--- config.mk ---
export PLATFORM = sky130hd
export DESIGN_NAME = integer_to_radix_digits
export DESIGN_NICKNAME = d
export VERILOG_FILES = /design/src/irdig_pkg.sv /design/src/integer_to_radix_digits.sv
export SDC_FILE = /design/constraint.sdc
export NUM_CORES = 1
export LEC_CHECK = 0
export BUFFER_PORTS_ARGS = -buffer_cell sky130_fd_sc_hd__buf_2
export CORE_MARGIN = 2
export CORE_UTILIZATION = 30
export CTS_BUF_LIST = sky130_fd_sc_hd__clkbuf_2
export DETAILED_ROUTE_END_ITERATION = 7
export GPL_TIMING_DRIVEN = 0
export REMOVE_ABC_BUFFERS = 1
export SYNTH_ARGS = -nofsm -noshare
export SYNTH_HDL_FRONTEND = slang
export SYNTH_SLANG_ARGS = --single-unit
--- constraint.sdc ---
create_clock -name clk -period 12.76 [get_ports clk]
set_input_delay 1.276 -clock clk [delete_from_list [all_inputs] [get_ports clk]]
set_output_delay 1.276 -clock clk [all_outputs]
set_load 0.01 [all_outputs]
--- src/irdig_pkg.sv ---
// Package: shared types and constants for the integer to radix digits block.
`timescale 1ns / 1ps

package irdig_pkg;

    localparam int unsigned STEP_BITS = 4;

    localparam logic [7:0] PLUS_CHAR  = 8'd43;
    localparam logic [7:0] MINUS_CHAR = 8'd45;
    localparam logic [7:0] ZERO_CHAR  = 8'd0;

    localparam logic [4:0]  RADIX_LENGTH_RESET  = 5'd10;
    localparam logic [63:0] ALPHABET_LOW_RESET  = 64'h3736_3534_3332_3130;
    localparam logic [63:0] ALPHABET_HIGH_RESET = 64'h0;

    typedef enum logic [1:0] {
        REG_RADIX_LENGTH  = 2'd0,
        REG_ALPHABET_LOW  = 2'd1,
        REG_ALPHABET_HIGH = 2'd2
    } reg_index_t;

    typedef enum logic [2:0] {
        ST_IDLE,
        ST_CHECK,
        ST_ERR,
        ST_DIV,
        ST_READ,
        ST_LOAD
    } state_t;

endpackage

--- src/integer_to_radix_digits.sv ---
// Top level: converts an unsigned value into alphabet characters, most significant digit first.
// Steps: check the L alphabet characters one by one (L = radix length), then divide the value by
// the radix a nibble at a time for each digit, then show the stored digits one by one.
// Requests: one at a time; a new one is taken only once the last digit is in the output register.
// An invalid alphabet gives a single error result.
// Reset clears control state and restores the default radix and alphabet; no clearing pass.
`timescale 1ns / 1ps

module integer_to_radix_digits #(
    parameter int unsigned MAX_RADIX  = 16,
    parameter int unsigned VALUE_BITS = 64
) (
    input  logic        clk,
    input  logic        rst_n,

    input  logic        cfg_wr_en,
    input  logic [1:0]  cfg_index,
    input  logic [63:0] cfg_data,

    input  logic        in_valid,
    output logic        in_ready,
    input  logic [63:0] value,

    output logic        out_valid,
    input  logic        out_ready,
    output logic [7:0]  digit_char,
    output logic        last_digit,
    output logic        invalid_alphabet
);

    localparam int unsigned DIG_W = (MAX_RADIX > 2) ? $clog2(MAX_RADIX) : 1;
    localparam int unsigned NCH   = (VALUE_BITS + irdig_pkg::STEP_BITS - 1)
                                    / irdig_pkg::STEP_BITS;
    localparam int unsigned QW    = NCH * irdig_pkg::STEP_BITS;
    localparam int unsigned SW    = (NCH > 1) ? $clog2(NCH) : 1;
    localparam int unsigned AW    = $clog2(VALUE_BITS);

    function automatic logic [7:0] alpha_char(input logic [127:0] alpha,
                                              input logic [3:0]   idx);
        alpha_char = alpha[{idx, 3'b000} +: 8];
    endfunction

    irdig_pkg::state_t state_reg, state_next;

    logic [4:0]       radix_length_reg;
    logic [63:0]      alphabet_low_reg;
    logic [63:0]      alphabet_high_reg;

    logic [3:0]       chk_idx_reg, chk_idx_next;
    logic [SW-1:0]    step_reg, step_next;
    logic [AW-1:0]    wr_ptr_reg, wr_ptr_next;
    logic [AW-1:0]    rd_ptr_reg, rd_ptr_next;
    logic             out_valid_reg, out_valid_next;

    logic [QW-1:0]    quot_reg, quot_next;
    logic [DIG_W-1:0] rem_reg, rem_next;
    logic             qnz_reg, qnz_next;
    logic [7:0]       digit_char_reg, digit_char_next;
    logic             last_digit_reg, last_digit_next;
    logic             invalid_reg, invalid_next;

    logic [DIG_W-1:0] store_mem [VALUE_BITS];
    logic [DIG_W-1:0] rd_data_reg;
    logic             mem_we;

    logic [127:0]     alpha;
    logic [7:0]       chk_char;
    logic             len_bad;
    logic             char_bad;
    logic             chk_done;
    logic [DIG_W:0]   radix;
    logic [QW-1:0]    quot_step;
    logic [DIG_W-1:0] rem_step;
    logic             qbits_any;
    logic             last_step;
    logic             out_free;
    logic             in_fire;

    assign alpha    = {alphabet_high_reg, alphabet_low_reg};
    assign chk_char = alpha_char(alpha, chk_idx_reg);
    assign len_bad  = (radix_length_reg < 5'd2) || (radix_length_reg > 5'(MAX_RADIX));
    assign chk_done = ({1'b0, chk_idx_reg} == (radix_length_reg - 5'd1));
    assign radix    = radix_length_reg[DIG_W:0];
    assign last_step = (step_reg == SW'(NCH - 1));
    assign out_free = !out_valid_reg || out_ready;
    assign in_ready = (state_reg == irdig_pkg::ST_IDLE);
    assign in_fire  = in_valid && in_ready;

    always_comb
    begin
        char_bad = (chk_char == irdig_pkg::ZERO_CHAR) || (chk_char == irdig_pkg::PLUS_CHAR)
                   || (chk_char == irdig_pkg::MINUS_CHAR);
        for (int j = 0; j < 16; j++)
        begin
            if ((4'(j) > chk_idx_reg) && (5'(j) < radix_length_reg)
                && (alpha_char(alpha, 4'(j)) == chk_char))
            begin
                char_bad = 1'b1;
            end
        end
    end

    // Divide one nibble of the running quotient by the radix.
    always_comb
    begin
        logic [DIG_W:0] t;
        logic           qb;
        quot_step = quot_reg;
        rem_step  = rem_reg;
        qbits_any = 1'b0;
        for (int b = 0; b < int'(irdig_pkg::STEP_BITS); b++)
        begin
            t         = {rem_step, quot_step[QW-1]};
            qb        = (t >= radix);
            rem_step  = qb ? DIG_W'(t - radix) : t[DIG_W-1:0];
            quot_step = {quot_step[QW-2:0], qb};
            qbits_any = qbits_any | qb;
        end
    end

    always_comb
    begin
        state_next      = state_reg;
        chk_idx_next    = chk_idx_reg;
        step_next       = step_reg;
        wr_ptr_next     = wr_ptr_reg;
        rd_ptr_next     = rd_ptr_reg;
        out_valid_next  = (out_valid_reg && out_ready) ? 1'b0 : out_valid_reg;
        quot_next       = quot_reg;
        rem_next        = rem_reg;
        qnz_next        = qnz_reg;
        digit_char_next = digit_char_reg;
        last_digit_next = last_digit_reg;
        invalid_next    = invalid_reg;
        mem_we          = 1'b0;

        unique case (state_reg)
            irdig_pkg::ST_IDLE:
            begin
                if (in_fire)
                begin
                    quot_next    = QW'(value[VALUE_BITS-1:0]);
                    rem_next     = '0;
                    qnz_next     = 1'b0;
                    step_next    = '0;
                    wr_ptr_next  = '0;
                    chk_idx_next = '0;
                    state_next   = irdig_pkg::ST_CHECK;
                end
            end
            irdig_pkg::ST_CHECK:
            begin
                if (len_bad || char_bad)
                begin
                    state_next = irdig_pkg::ST_ERR;
                end
                else if (chk_done)
                begin
                    state_next = irdig_pkg::ST_DIV;
                end
                else
                begin
                    chk_idx_next = chk_idx_reg + 4'd1;
                end
            end
            irdig_pkg::ST_ERR:
            begin
                if (out_free)
                begin
                    out_valid_next  = 1'b1;
                    digit_char_next = irdig_pkg::ZERO_CHAR;
                    last_digit_next = 1'b1;
                    invalid_next    = 1'b1;
                    state_next      = irdig_pkg::ST_IDLE;
                end
            end
            irdig_pkg::ST_DIV:
            begin
                quot_next = quot_step;
                rem_next  = rem_step;
                qnz_next  = qnz_reg | qbits_any;
                step_next = step_reg + SW'(1);
                if (last_step)
                begin
                    mem_we      = 1'b1;
                    wr_ptr_next = wr_ptr_reg + AW'(1);
                    rem_next    = '0;
                    qnz_next    = 1'b0;
                    step_next   = '0;
                    if (!(qnz_reg | qbits_any))
                    begin
                        rd_ptr_next = wr_ptr_reg;
                        state_next  = irdig_pkg::ST_READ;
                    end
                end
            end
            irdig_pkg::ST_READ:
            begin
                state_next = irdig_pkg::ST_LOAD;
            end
            irdig_pkg::ST_LOAD:
            begin
                if (out_free)
                begin
                    out_valid_next  = 1'b1;
                    digit_char_next = alpha_char(alpha, 4'(rd_data_reg));
                    last_digit_next = (rd_ptr_reg == '0);
                    invalid_next    = 1'b0;
                    if (rd_ptr_reg == '0)
                    begin
                        state_next = irdig_pkg::ST_IDLE;
                    end
                    else
                    begin
                        rd_ptr_next = rd_ptr_reg - AW'(1);
                        state_next  = irdig_pkg::ST_READ;
                    end
                end
            end
            default:
            begin
                state_next = irdig_pkg::ST_IDLE;
            end
        endcase
    end

    always_ff @(posedge clk or negedge rst_n)
    begin
        if (!rst_n)
        begin
            state_reg     <= irdig_pkg::ST_IDLE;
            chk_idx_reg   <= '0;
            step_reg      <= '0;
            wr_ptr_reg    <= '0;
            rd_ptr_reg    <= '0;
            out_valid_reg <= 1'b0;
        end
        else
        begin
            state_reg     <= state_next;
            chk_idx_reg   <= chk_idx_next;
            step_reg      <= step_next;
            wr_ptr_reg    <= wr_ptr_next;
            rd_ptr_reg    <= rd_ptr_next;
            out_valid_reg <= out_valid_next;
        end
    end

    always_ff @(posedge clk or negedge rst_n)
    begin
        if (!rst_n)
        begin
            radix_length_reg  <= irdig_pkg::RADIX_LENGTH_RESET;
            alphabet_low_reg  <= irdig_pkg::ALPHABET_LOW_RESET;
            alphabet_high_reg <= irdig_pkg::ALPHABET_HIGH_RESET;
        end
        else if (cfg_wr_en)
        begin
            unique case (cfg_index)
                irdig_pkg::REG_RADIX_LENGTH:  radix_length_reg  <= cfg_data[4:0];
                irdig_pkg::REG_ALPHABET_LOW:  alphabet_low_reg  <= cfg_data;
                irdig_pkg::REG_ALPHABET_HIGH: alphabet_high_reg <= cfg_data;
                default:
                begin
                    // drop writes to unknown registers
                end
            endcase
        end
    end

    always_ff @(posedge clk)
    begin
        quot_reg       <= quot_next;
        rem_reg        <= rem_next;
        qnz_reg        <= qnz_next;
        digit_char_reg <= digit_char_next;
        last_digit_reg <= last_digit_next;
        invalid_reg    <= invalid_next;
    end

    always_ff @(posedge clk)
    begin
        if (mem_we)
        begin
            store_mem[wr_ptr_reg] <= rem_step;
        end
        rd_data_reg <= store_mem[rd_ptr_reg];
    end

    assign out_valid        = out_valid_reg;
    assign digit_char       = digit_char_reg;
    assign last_digit       = last_digit_reg;
    assign invalid_alphabet = invalid_reg;

endmodule

==> flow_metrics.env <==
export IMPL_status="finished, final reports clean"
export IMPL_post_cts_setup_buffer_count=0
export IMPL_cp_arrival_ns=11.45
export IMPL_area_growth_pct=12.1
export IMPL_cts_max_path_buffers=3
export IMPL_fp_row_count=105
export IMPL_final_common_cell="edfxtp_1"
export IMPL_die_width_um=293
export IMPL_nets=2131
export IMPL_cts_tree="yes"
export IMPL_slowest_stage="dfstp_2"
export IMPL_path_max_fanout=14
export IMPL_cts_sinks=496
export IMPL_drt_vias_per_instance=5.07
export IMPL_relSlewSlack_pct=12.2
export IMPL_slew_violations=0
export IMPL_core_area_um2=82400
export IMPL_totalWireLength_um=68000
export IMPL_clk_latency_ns=1.28
export IMPL_num_vias=15900
export IMPL_place_gp_congestion=0.938
export IMPL_numCtsBuffers=120
export IMPL_rsz0062_at_grt="false"
export IMPL_port_buffers=146
export IMPL_grt_pass1_wl_um=103000
export IMPL_dr_pass1_iters=5
export IMPL_fin_crit_sh_pct=80.7
export IMPL_die_area_um2=85800
export IMPL_worst_setup_path_end_kind="register"
export IMPL_root_buffer="clkbuf_2"
export IMPL_hold_path_class="in2async"
export IMPL_clk_pin_slew_ns=0.12
export IMPL_grt_max_degree=84
export IMPL_grt_total_usage_pct=15.7
export IMPL_finalHoldViolations=0
export IMPL_grt_pass1_vias=16500
export IMPL_max_stage_delay_ns=0.75
export IMPL_hpwl_um=48400
export IMPL_layout_drive_gt1_share_pct=34.5
export IMPL_drt_iter0_drc=1278
export IMPL_cts_resized=0
export IMPL_cts_hold_buf=0
export IMPL_ant_nets=0
export IMPL_h_tree_depth=3
export IMPL_top_register="store_mem"
export IMPL_wl_per_cell_um=21.6
export IMPL_synth_edf_count=335
export IMPL_layout_min_cycle_time_ns=10.30
export IMPL_drc_errors=0
export IMPL_ys_flop_type="edfxtp_1"
export IMPL_final_cell_mix="335 x edfxtp_1, 252 x nand2_1, 178 x clkbuf_2"
export IMPL_start_kind="register"
export IMPL_async_reset_ff_share_pct=31.7
export IMPL_tightest_slew_ns=1.32
export IMPL_setup_viol=0
export IMPL_synth_cells=1784
export IMPL_netlist_area_um2=25100
export IMPL_cp_common_cell="a21o_1"
export IMPL_required_ns=13.92
export IMPL_largest_register_ffs=256
export IMPL_io_pins=147
export IMPL_max_cap_violations=0
export IMPL_ys_ff_latch=496
export IMPL_antenna_found_initial=7
export IMPL_syn_avg_cell_area_um2=14.0
export IMPL_crit_type="reg2reg"
export IMPL_netlist_cell_type_count=95
export IMPL_max_freq_ghz=0.0971
export IMPL_grt_ovfl_total=0
export IMPL_start_util_pct=30.4
export IMPL_fin_worst_skew_ns=0.132
export IMPL_die_y_um=293
export IMPL_setup_tns_ns=0
export IMPL_ys_seq_area_share_pct=56.3
export IMPL_yosys_warnings=0
==> through the flow <==
step | utilization [%] | worst slack [ns] | instances | instance area [um^2] | hold WS [ns]
after floorplan | - | 3.63 | 1675 | 24400 | 0.457
after global placement | 32.2 | 0.687 | 2891 | 26500 | 0.480
after detailed placement | 32.7 | 2.40 | 2910 | 26900 | 0.494
after CTS | 34.1 | 2.48 | 3133 | 28100 | 0.0185
after global routing | 34.1 | 1.52 | 3142 | 28100 | 0.0215
final | 34.1 | 2.46 | 3144 | 28100 | 0.108
==> layout make-up <==
cell class              count  area [um^2]
diodes                     11         27.5
clock buffers             178          891
clock inverters            45          233
fillers                  7995        54300
inverters                  20         75.1
multi-input cells        1159        10300
flip-flops and latches    496        14100
well taps                1070         1340
repair buffers            165         1130
==> cells in the mapped netlist (all sizes together), types with 30 or more instances <==
cell | number | share of area, %
edfxtp | 335 | 40
dfstp | 30 | 3.1
o21ai | 38 | 0.76
mux2 | 135 | 6.1
dfrtp | 127 | 13
nor2 | 103 | 1.6
xnor2 | 65 | 2.3
ha | 30 | 1.5
clkbuf | 78 | 1.5
nand2 | 257 | 4.0
xor2 | 59 | 2.1
mux4 | 134 | 12
buf | 31 | 1.1
mux2i | 49 | 2.0
==> worst paths after layout <==
path / from / to / slack [ns] / cells after the start
setup / recovery: radix[1] / rd_ptr_reg[3] / 2.46 / 38
hold / removal: rst_n / alphabet_high_reg[38] / 0.11 / 1
setup reg to reg: radix[1] / rd_ptr_reg[3] / 2.46 / 38
hold reg to reg: quot_reg[15] / quot_reg[19] / 0.47 / 2
max in group asynchronous: rst_n / alphabet_low_reg[8] / 11.68 / 2
min in group clk: value[42] / quot_reg[42] / 0.26 / 3
==> cells by family after synthesis <==
kind of cell	Yosys count	synth area share (%)
buf+inv	129	2.85
xor+xnor	124	4.34
mux	318	20.2
fa+ha+maj	34	1.82
simple gates	526	9.80
flops	496	56.3
compound gates	157	4.66
==> worst max-delay path: cells and delay by family (launching register included) <==
kind / cells / cell delay, ns
AOI/OAI and AO/OA: 24 / 6.66
adders and majority gates: 4 / 1.31
buffers and inverters: 3 / 0.53
DFF: 1 / 0.75
and+or+nand+nor: 7 / 1.05
==> routing by layer <==
metal / track usage (%) / wire length (um) / vias up
li1: - / - / 7172
met4: 5.22 / 2010 / 0
met3: 3.23 / 3830 / 136
met1: 20.4 / 28900 / 8065
met5: 0 / 0 / -
met2: 26.3 / 33300 / 552
Power is left out: the tool's default activity adds up to more than one toggle a clock period on the data nets, which glitch-free logic cannot reach.
